### src/hdl/dertlv_pkg.sv
// types and constants of the der primitive tlv encoder
// no dependencies
package dertlv_pkg;

   localparam int MaxOctets  = 6;
   localparam int QueueDepth = 2;
   localparam int QueuePtrW  = $clog2(QueueDepth);

   typedef enum logic [3:0] {
      OP_BOOL       = 4'd0,
      OP_INT        = 4'd1,
      OP_NULL       = 4'd2,
      OP_LENGTH     = 4'd3,
      OP_OCTSTR_HDR = 4'd4,
      OP_OID_HDR    = 4'd5,
      OP_OID_FIRST  = 4'd6,
      OP_OID_ARC    = 4'd7,
      OP_RAW        = 4'd8
   } op_type;

   localparam logic [7:0] TAG_BOOLEAN = 8'h01;
   localparam logic [7:0] TAG_INTEGER = 8'h02;
   localparam logic [7:0] TAG_OCTSTR  = 8'h04;
   localparam logic [7:0] TAG_NULL    = 8'h05;
   localparam logic [7:0] TAG_OID     = 8'h06;
   localparam logic [7:0] LONG_FORM   = 8'h80;
   localparam logic [7:0] BOOL_TRUE   = 8'hFF;
   localparam logic [7:0] BOOL_FALSE  = 8'h00;
   localparam logic [7:0] FIRST_MULT  = 8'd40;

   typedef logic [2:0] count_type;

   // octets[0] goes out first; count of zero means nothing to send
   typedef struct packed {
      count_type                   count;
      logic [MaxOctets-1:0][7:0]   octets;
   } plan_type;

   typedef struct packed {
      logic empty;
      logic full;
   } queue_status_type;

endpackage

### src/hdl/der_primitive_tlv_encoder.sv
// channel   dir  ports                                      transaction
// req       in   req_valid/req_stall, req_op/value/first_arc one encode request
// rsp       out  rsp_valid/rsp_stall, rsp_byte_out/rsp_last one der octet
// a request has 1 to 6 octets, sent out by the one-octet-per-cycle output register
// while rsp_stall is low; its first octet passes the plan queue, then the output register
// the two-entry plan queue lets requests enter while earlier octets still drain
// reset is synchronous and empties the queue and the output register
// requests with unused op codes are accepted and produce no transaction
module der_primitive_tlv_encoder (
   input  logic        clock,
   input  logic        reset,
   input  logic        req_valid,
   output logic        req_stall,
   input  logic [3:0]  req_op,
   input  logic [31:0] req_value,
   input  logic [1:0]  req_first_arc,
   output logic        rsp_valid,
   input  logic        rsp_stall,
   output logic [7:0]  rsp_byte_out,
   output logic        rsp_last
);
   import dertlv_pkg::*;

   plan_type         plan;
   plan_type         head;
   queue_status_type status;
   logic             push;
   logic             pop;

   dertlv_front u_front (
      .req_valid     (req_valid),
      .req_stall     (req_stall),
      .req_op        (req_op),
      .req_value     (req_value),
      .req_first_arc (req_first_arc),
      .status        (status),
      .push          (push),
      .plan          (plan)
   );

   dertlv_queue u_queue (
      .clock   (clock),
      .reset   (reset),
      .push    (push),
      .plan_in (plan),
      .pop     (pop),
      .head    (head),
      .status  (status)
   );

   dertlv_back u_back (
      .clock        (clock),
      .reset        (reset),
      .head         (head),
      .status       (status),
      .pop          (pop),
      .rsp_valid    (rsp_valid),
      .rsp_stall    (rsp_stall),
      .rsp_byte_out (rsp_byte_out),
      .rsp_last     (rsp_last)
   );

endmodule

### src/hdl/dertlv_front.sv
// front end: takes a request and builds the octet plan for it
// depends on dertlv_pkg
module dertlv_front (
   input  logic                         req_valid,
   output logic                         req_stall,
   input  logic [3:0]                   req_op,
   input  logic [31:0]                  req_value,
   input  logic [1:0]                   req_first_arc,
   input  dertlv_pkg::queue_status_type status,
   output logic                         push,
   output dertlv_pkg::plan_type         plan
);
   import dertlv_pkg::*;

   typedef struct packed {
      count_type         count;
      logic [4:0][7:0]   octets;
   } len_enc_type;

   function automatic len_enc_type encode_length(input logic [31:0] len);
      len_enc_type enc;
      logic [2:0]  nbytes;
      logic [31:0] aligned;
      enc     = '0;
      nbytes  = 3'd4;
      aligned = len;
      if (len <= 32'h7F) begin
         enc.count     = 3'd1;
         enc.octets[0] = len[7:0];
      end else begin
         if (len <= 32'hFF) nbytes = 3'd1;
         else if (len <= 32'hFFFF) nbytes = 3'd2;
         else if (len <= 32'hFF_FFFF) nbytes = 3'd3;
         case (nbytes)
            3'd1:    aligned = len << 24;
            3'd2:    aligned = len << 16;
            3'd3:    aligned = len << 8;
            default: aligned = len;
         endcase
         enc.count     = nbytes + 3'd1;
         enc.octets[0] = LONG_FORM | {5'd0, nbytes};
         for (int k = 0; k < 4; k++) begin
            enc.octets[k+1] = aligned[31-8*k -: 8];
         end
      end
      return enc;
   endfunction

   len_enc_type len_enc;
   logic [2:0]  int_count;
   logic [31:0] int_aligned;
   logic [2:0]  arc_groups;
   logic [34:0] arc_aligned;

   always_comb begin
      len_enc = encode_length(req_value);

      if (req_value <= 32'h7F) int_count = 3'd1;
      else if (req_value <= 32'h7FFF) int_count = 3'd2;
      else if (req_value <= 32'h7F_FFFF) int_count = 3'd3;
      else int_count = 3'd4;
      case (int_count)
         3'd1:    int_aligned = req_value << 24;
         3'd2:    int_aligned = req_value << 16;
         3'd3:    int_aligned = req_value << 8;
         default: int_aligned = req_value;
      endcase

      // base-128 groups, left aligned in a 35 bit word
      if (req_value[31:7] == '0) arc_groups = 3'd1;
      else if (req_value[31:14] == '0) arc_groups = 3'd2;
      else if (req_value[31:21] == '0) arc_groups = 3'd3;
      else if (req_value[31:28] == '0) arc_groups = 3'd4;
      else arc_groups = 3'd5;
      case (arc_groups)
         3'd1:    arc_aligned = {3'd0, req_value} << 28;
         3'd2:    arc_aligned = {3'd0, req_value} << 21;
         3'd3:    arc_aligned = {3'd0, req_value} << 14;
         3'd4:    arc_aligned = {3'd0, req_value} << 7;
         default: arc_aligned = {3'd0, req_value};
      endcase

      plan = '0;
      case (req_op)
         OP_BOOL: begin
            plan.count     = 3'd3;
            plan.octets[0] = TAG_BOOLEAN;
            plan.octets[1] = 8'h01;
            plan.octets[2] = (req_value != '0) ? BOOL_TRUE : BOOL_FALSE;
         end
         OP_INT: begin
            plan.count     = int_count + 3'd2;
            plan.octets[0] = TAG_INTEGER;
            plan.octets[1] = {5'd0, int_count};
            for (int k = 0; k < 4; k++) begin
               plan.octets[k+2] = int_aligned[31-8*k -: 8];
            end
         end
         OP_NULL: begin
            plan.count     = 3'd2;
            plan.octets[0] = TAG_NULL;
            plan.octets[1] = 8'h00;
         end
         OP_LENGTH: begin
            plan.count       = len_enc.count;
            plan.octets[4:0] = len_enc.octets;
         end
         OP_OCTSTR_HDR: begin
            plan.count       = len_enc.count + 3'd1;
            plan.octets[0]   = TAG_OCTSTR;
            plan.octets[5:1] = len_enc.octets;
         end
         OP_OID_HDR: begin
            plan.count       = len_enc.count + 3'd1;
            plan.octets[0]   = TAG_OID;
            plan.octets[5:1] = len_enc.octets;
         end
         OP_OID_FIRST: begin
            plan.count     = 3'd1;
            plan.octets[0] = 8'({6'd0, req_first_arc} * FIRST_MULT) + req_value[7:0];
         end
         OP_OID_ARC: begin
            plan.count = arc_groups;
            for (int k = 0; k < 5; k++) begin
               plan.octets[k] = {(3'(k) != arc_groups - 3'd1), arc_aligned[34-7*k -: 7]};
            end
         end
         OP_RAW: begin
            plan.count     = 3'd1;
            plan.octets[0] = req_value[7:0];
         end
         default: plan = '0;
      endcase
   end

   // unknown ops are taken and dropped
   assign req_stall = status.full;
   assign push      = req_valid && !status.full && (plan.count != '0);

endmodule

### src/hdl/dertlv_queue.sv
// small plan queue between the front and back ends
// depends on dertlv_pkg
module dertlv_queue (
   input  logic                         clock,
   input  logic                         reset,
   input  logic                         push,
   input  dertlv_pkg::plan_type         plan_in,
   input  logic                         pop,
   output dertlv_pkg::plan_type         head,
   output dertlv_pkg::queue_status_type status
);
   import dertlv_pkg::*;

   plan_type                entries_ff [QueueDepth];
   logic [QueuePtrW-1:0]    wr_ptr_ff, wr_ptr_in;
   logic [QueuePtrW-1:0]    rd_ptr_ff, rd_ptr_in;
   logic [QueuePtrW:0]      fill_ff, fill_in;
   logic                    do_push, do_pop;

   always_comb begin
      status.empty = (fill_ff == '0);
      status.full  = (fill_ff == (QueuePtrW+1)'(QueueDepth));
      do_push      = push && !status.full;
      do_pop       = pop && !status.empty;
      wr_ptr_in    = wr_ptr_ff;
      rd_ptr_in    = rd_ptr_ff;
      if (do_push) begin
         wr_ptr_in = (wr_ptr_ff == QueuePtrW'(QueueDepth - 1)) ? '0 : wr_ptr_ff + 1'b1;
      end
      if (do_pop) begin
         rd_ptr_in = (rd_ptr_ff == QueuePtrW'(QueueDepth - 1)) ? '0 : rd_ptr_ff + 1'b1;
      end
      fill_in = fill_ff + (QueuePtrW+1)'(do_push) - (QueuePtrW+1)'(do_pop);
      head    = entries_ff[rd_ptr_ff];
   end

   always_ff @(posedge clock) begin
      if (reset) begin
         wr_ptr_ff <= '0;
         rd_ptr_ff <= '0;
         fill_ff   <= '0;
      end else begin
         wr_ptr_ff <= wr_ptr_in;
         rd_ptr_ff <= rd_ptr_in;
         fill_ff   <= fill_in;
      end
   end

   always_ff @(posedge clock) begin
      if (do_push) begin
         entries_ff[wr_ptr_ff] <= plan_in;
      end
   end

endmodule

### src/hdl/dertlv_back.sv
// back end: walks the head plan one octet a cycle into the output register while that register is empty or not stalled
// depends on dertlv_pkg
module dertlv_back (
   input  logic                         clock,
   input  logic                         reset,
   input  dertlv_pkg::plan_type         head,
   input  dertlv_pkg::queue_status_type status,
   output logic                         pop,
   output logic                         rsp_valid,
   input  logic                         rsp_stall,
   output logic [7:0]                   rsp_byte_out,
   output logic                         rsp_last
);
   import dertlv_pkg::*;

   count_type   idx_ff, idx_in;
   logic        valid_ff, valid_in;
   logic [7:0]  byte_ff, byte_in;
   logic        last_ff, last_in;
   logic        load, take, is_last;

   always_comb begin
      load    = !valid_ff || !rsp_stall;
      take    = load && !status.empty;
      is_last = (idx_ff == head.count - 3'd1);
      pop     = take && is_last;
      idx_in  = idx_ff;
      if (take) begin
         idx_in = is_last ? '0 : idx_ff + 3'd1;
      end
      valid_in = load ? !status.empty : valid_ff;
      byte_in  = take ? head.octets[idx_ff] : byte_ff;
      last_in  = take ? is_last : last_ff;
   end

   always_ff @(posedge clock) begin
      if (reset) begin
         idx_ff   <= '0;
         valid_ff <= 1'b0;
      end else begin
         idx_ff   <= idx_in;
         valid_ff <= valid_in;
      end
   end

   always_ff @(posedge clock) begin
      byte_ff <= byte_in;
      last_ff <= last_in;
   end

   assign rsp_valid    = valid_ff;
   assign rsp_byte_out = byte_ff;
   assign rsp_last     = last_ff;

endmodule

### config.mk
export PLATFORM = sky130hd
export DESIGN_NAME = der_primitive_tlv_encoder
export DESIGN_NICKNAME = d
export VERILOG_FILES = /design/src/hdl/dertlv_pkg.sv /design/src/hdl/der_primitive_tlv_encoder.sv /design/src/hdl/dertlv_front.sv /design/src/hdl/dertlv_queue.sv /design/src/hdl/dertlv_back.sv
export SDC_FILE = /design/constraint.sdc
export NUM_CORES = 1
export LEC_CHECK = 0
export BUFFER_PORTS_ARGS = -buffer_cell sky130_fd_sc_hd__buf_4
export CAP_MARGIN = 5
export CORE_MARGIN = 3
export CORE_UTILIZATION = 40
export CTS_BUF_LIST = sky130_fd_sc_hd__clkbuf_8
export DETAILED_ROUTE_END_ITERATION = 10
export REMOVE_ABC_BUFFERS = 1
export SLEW_MARGIN = 5
export SYNTH_ARGS = -nofsm -noshare
export SYNTH_HDL_FRONTEND = slang
export SYNTH_SLANG_ARGS = --single-unit
### constraint.sdc
create_clock -name clock -period 10.5 [get_ports clock]
set_input_delay 0 -clock clock [delete_from_list [all_inputs] [get_ports clock]]
set_output_delay 0 -clock clock [all_outputs]
set_load 0.02 [all_outputs]
=== After elaboration in Yosys (flattened, before gate mapping) ===
Memories as Yosys holds them, arrays and structs flattened. A register that Yosys moved wholly into a read port is not among the register bits.
Cells that the tools add are included.

* Mux-type cells: 33
* Reductions and logical operators: 22
* Order comparisons: 7
* Add/subtract/negate cells: 11
* Equality and inequality tests: 24
* $mul: 1

{| class="wikitable"
|+ Operators by type and width
! cell !! count
|-
| 32-bit case mux with 3 select lines || 2
|-
| 35-bit case mux with 4 select lines || 1
|-
| 8-bit case mux with 5 select lines || 2
|-
| 8-bit case mux with 9 select lines || 1
|-
| 16-bit case mux with 4 select lines || 1
|-
| 3-bit 2-to-1 mux || 12
|-
| 32-bit by 15-bit less-or-equal comparator with 1-bit output, second input constant || 1
|-
| 32-bit by 16-bit less-or-equal comparator with 1-bit output, second input constant || 1
|-
| 32-bit by 23-bit less-or-equal comparator with 1-bit output, second input constant || 1
|-
| 32-bit by 24-bit less-or-equal comparator with 1-bit output, second input constant || 1
|-
| 32-bit by 7-bit less-or-equal comparator with 1-bit output, second input constant || 1
|-
| 32-bit by 8-bit less-or-equal comparator with 1-bit output, second input constant || 1
|-
| 32-bit 2-to-1 mux || 1
|-
| 32-bit nonzero test || 1
|-
| 25-bit logical NOT || 1
|-
| 8-bit binary-select mux with 3-bit select || 1
|-
| 8-bit 2-to-1 mux || 3
|-
| 3-bit case mux with 7 select lines || 1
|-
| 3-bit by 2-bit == test with 1-bit output, second input constant || 6
|-
| 18-bit logical NOT || 1
|-
| 4-bit by 3-bit == test with 1-bit output, second input constant || 4
|-
| 8-bit case mux with 2 select lines || 1
|-
| 11-bit logical NOT || 1
|-
| 3-bit by 1-bit adder with 3-bit output, second input constant || 3
|-
| 26 further kinds || 49
|}

* RAM bits: 102
* Memories kept: 1
* Register bits: 17
* Word-level logic and storage cells: 106
* Output and inout port bits: 11
* Bits of input ports: 42

{| class="wikitable"
|+ Memory list
! memory !! depth !! bits a word !! rd ports !! clocked after Yosys merged registers in !! write ports !! line !! source
|-
| u_queue.entries_ff || 2 || 51 || 1 || 1 || 1 || dertlv_queue.sv:14 || <nowiki>plan_type entries_ff [QueueDepth];</nowiki>
|}

=== Depth between registers and ports, before layout ===
* Depth in word-level cells: 14
* Gate-level depth with buffers: 15

=== By module ===
Synthesis repeated with hierarchy kept, for this count alone.

* Cells, all modules: 729
* Area total of the unflattened synthesis: 7770.0 µm²

{| class="wikitable"
|+ By module, submodules not included
! module !! instances !! sequential area each (µm²) !! cells an instance !! area each (µm²)
|-
| dertlv_queue || 1 || 3163.0 || 186 || 3901.2
|-
| dertlv_front || 1 || 0.0 || 470 || 2964.1
|-
| dertlv_back || 1 || 350.3 || 73 || 904.6
|}

=== Least setup slack after synthesis ===
OpenSTA, ideal clock, no wires.

* Kind: input -> register
* Start point: input port req_value[23]
* End point: memory u_queue.entries_ff[0][0] in the netlist's numbering (enable)
* Stages on the path: 11
* Library setup time: 466 ps
* Path slack: 5579 ps
* Required time: 10034 ps
* Arrival: 4455 ps
* Path buffers: 2
* Path through: clkbuf_1 > nor3_1 > nand3_2 > nor3_4 > clkbuf_1 > nor2_1 > ha_1 > a31oi_1 > o221ai_2 > o31a_4 > nor2b_1

{| class="wikitable"
|+ RTL lines
! item !! line !! source
|-
| start: declaration || der_primitive_tlv_encoder.sv:15 || <nowiki>input logic [31:0] req_value,</nowiki>
|-
| end: declaration || dertlv_queue.sv:14 ||
|}

==> results.sh <==
export IMPL_seq_power_share_pct=44.2
export IMPL_endpoint_kind="flip-flop"
export IMPL_p_leak_nw=2.85
export IMPL_rrSetupSlack_ps=7330
export IMPL_syn_area_mm2=0.00736
export IMPL_die_h_um=142
export IMPL_relSlewSlack_pct=19.3
export IMPL_clock_path_buffers=2
export IMPL_vdd_drop_max_v=0.000158
export IMPL_cp_top_family="compound AO/OA/AOI/OAI gates"
export IMPL_place_area_mm2=0.00790
export IMPL_synth_top_family_by_area="compound AO/OA/AOI/OAI gates"
export IMPL_arrival_ps=3510
export IMPL_row_count=48
export IMPL_yosys_top_cells_count="edfxtp_1 (111), clkbuf_1 (54), nor2_1 (46)"
export IMPL_path_common_cell="buf_4"
export IMPL_p_int_mw=0.997
export IMPL_routedWlPerCell_um=28.0
export IMPL_synth_avg_cell_area_um2=11.2
export IMPL_cts_tree="done"
export IMPL_switching_power_mw=0.448
export IMPL_period_minus_slack_ps=3390
export IMPL_drtAntennaViolNets=0
export IMPL_top_usage_layer="met2"
export IMPL_yosys_warnings=0
export IMPL_grt_pass1_wl_um=39200
export IMPL_h_tree_depth=4
export IMPL_worst_pin_slew_ps=1210
export IMPL_core_area_mm2=0.0177
export IMPL_clockPowerShare_pct=27.6
export IMPL_post_route_drc_count=0
export IMPL_hold_class="in2reg"
export IMPL_initial_utilization_pct=41.7
export IMPL_status="finished clean"
export IMPL_start_kind="input pin"
export IMPL_grt_use_met3_pct=5.83
export IMPL_finalSetupTns_ps=0
export IMPL_die_w_um=142
export IMPL_path_cells="buf_4 -> nor4_4 -> buf_4 -> nand2_1 -> a21oi_1 -> ha_1 -> and3_1 -> a311oi_4 -> buf_4 -> a222oi_1 -> nor3_1 -> a2111oi_0 -> o21ai_0"
export IMPL_critical_path_class="in2reg"
export IMPL_slew_viol_final=0
export IMPL_grt_max_degree=52
export IMPL_ios=53
export IMPL_cts_buffers=17
export IMPL_cts_root_buffer="clkbuf_8"
export IMPL_routabilityCongestion=0.954
export IMPL_synth_compound_area_share_pct=23.3
export IMPL_ys_types=69
export IMPL_clk_latency_ps=420
export IMPL_synth_simple_area_share_pct=11.5
export IMPL_antenna_found_initial=0
export IMPL_area_growth_syn_to_layout_pct=12.8
export IMPL_ys_flop_type="edfxtp_1"
export IMPL_fin_crit_sh_pct=32.3
export IMPL_postCtsResizedCells=0
export IMPL_post_cts_setup_buffers=0
export IMPL_grtUsageMet2_pct=38.9
export IMPL_powerDensity_mw_per_mm2=174
export IMPL_track_usage_pct=25.8
export IMPL_met1_usage_pct=34.8
export IMPL_power_total_mw=1.45
export IMPL_worst_path_largest_cell_delay_ps=670
export IMPL_die_area_mm2=0.0201
export IMPL_hold_viol=0
export IMPL_yosysMostFrequentCell="edfxtp_1"
export IMPL_slowest_stage="and3_1"
export IMPL_clkTransAtPathRegs_ps=70
export IMPL_fin_nets=734
export IMPL_dp_hpwl_um=17900
export IMPL_final_area_mm2=0.00831
export IMPL_layout_drive_gt1_share_pct=21.4
export IMPL_rsz0062_at_grt="no"
export IMPL_portBuffers=52
export IMPL_cp_data_required_time_ps=10620
export IMPL_grt_pass1_vias=6400
export IMPL_fmax_mhz=295
export IMPL_maxCapViolCount=0
export IMPL_synth_adder_area_share_pct=2.14
export IMPL_finalHoldWorstSlack_ps=89.1
export IMPL_synth_mux_area_share_pct=9.33
export IMPL_async_flop_share_pct=0
export IMPL_clkSinkCount=120
export IMPL_yosysTopAreaCellShare_pct=45.3
export IMPL_crit_buf_inv=3
export IMPL_synth_xor_area_share_pct=1.43
export IMPL_fin_skew_ps=17.8
export IMPL_synthCells=658
export IMPL_firstDrtPassIters=6
export IMPL_drtIter0Drc=1030
export IMPL_ff_latch_area_mm2=0.00351
export IMPL_path_max_fanout=26
export IMPL_power_frac_comb_pct=28.2
export IMPL_fill_cells=1659
export IMPL_multi_input_area_mm2=0.00352
export IMPL_setup_violations=0
export IMPL_p_sw_share_pct=31.0
export IMPL_yosys_top_cells_area="edfxtp_1 (45%), mux4_2 (7.3%), a221o_1 (3.5%)"
export IMPL_grt_remaining_overflow=0
export IMPL_ys_ff_latch=120
export IMPL_holdBufCountCts=2
export IMPL_via_per_inst=6.99
export IMPL_via_count=6435
export IMPL_yosysSeqAreaShare_pct=47.7
export IMPL_synth_top_cell_by_area="edfxtp_1"
export IMPL_wl_um=25700
export IMPL_synth_edf_count=111
-- layer usage --
metal / routed length, µm / up-vias
li1: - / 2706
met1: 10700 / 3214
met2: 11600 / 440
met3: 2290 / 75
met4: 1180 / 0
met5: 0 / -
-- worst register-to-register path: stages, from the launching register on --
cell	delay [ps]
dfxtp_2	320
buf_4	450
mux2i_1	350
ha_1	200
xor2_1	170
xnor2_1	90
nor3_1	360
and2_1	260
ha_1	250
inv_1	60
ha_1	150
xor2_1	180
xnor2_1	150
nor2_1	70
-- through the flow --
step	setup WS [ps]	util, %	cells
floorplan	5120	-	589
detailed placement	6760	44.7	884
finish	7110	47.1	920
global placement	6810	44.7	884
CTS	7210	47.0	918
global route	6970	47.0	918
-- cells by family after synthesis --
kind of cell | count (synthesis)
AO/OA/AOI/OAI | 229
XOR/XNOR | 12
adder cells (fa/ha/maj) | 12
buffers and inverters | 83
flip-flops | 120
multiplexers | 38
AND/OR/NAND/NOR | 164
-- cell usage in the layout, fill, tap and decap left out, types with 8 or more instances in the layout --
cell,synthesis,final
o21ai_0,36,36
edfxtp_1,111,111
and2_1,12,11
a22oi_1,12,12
o211ai_1,9,9
ha_1,11,11
mux2i_1,12,12
a21oi_1,38,38
inv_1,13,13
o22ai_1,13,13
nand2_1,45,45
mux4_2,24,24
nor2_1,46,46
a221oi_1,16,16
a221o_1,26,26
buf_4,1,70
nor3_1,14,13
clkbuf_8,0,17
a222oi_1,22,22
dfxtp_1,9,8
-- path summary, 6_finish.rpt --
check                    start                         to  cells past startpoint
max              req_value[28]  u_queue.entries_ff[0][19]                     13
min               req_value[3]  u_queue.entries_ff[0][43]                      2
max reg2reg          flip-flop         u_queue.fill_ff[1]                     13
min reg2reg  u_queue.rd_ptr_ff          u_queue.rd_ptr_ff                      2
-- registers in the layout (all words and copies together), names as in the netlist, named ones only --
register             count
u_queue.entries_ff     102
u_queue.fill_ff          2
u_back.idx_ff            3
u_queue.wr_ptr_ff        1
u_back.rsp_valid         1
u_back.rsp_byte_out      8
u_back.rsp_last          1
u_queue.rd_ptr_ff        1
-- cell type report --
class / count / share of cell area (%)
well taps: 225 / 3.39
flip-flops and latches: 120 / 42.3
repair buffers: 72 / 6.56
diodes: 2 / 0.0602
multi-input cells: 455 / 42.4
clock inverters: 15 / 1.84
clock buffers: 17 / 2.82
inverters: 14 / 0.632
-- power groups by stage --
stage | clock network, mW | logic, mW | registers (mW)
global placement | 0 | 0.400 | 0.646
detailed placement | 0 | 0.407 | 0.651
CTS | 0.407 | 0.410 | 0.640
global route | 0.426 | 0.441 | 0.644
floorplan | 0 | 0.207 | 0.691
finish | 0.399 | 0.408 | 0.639
Note: power is estimated with default switching activity, not from simulation.
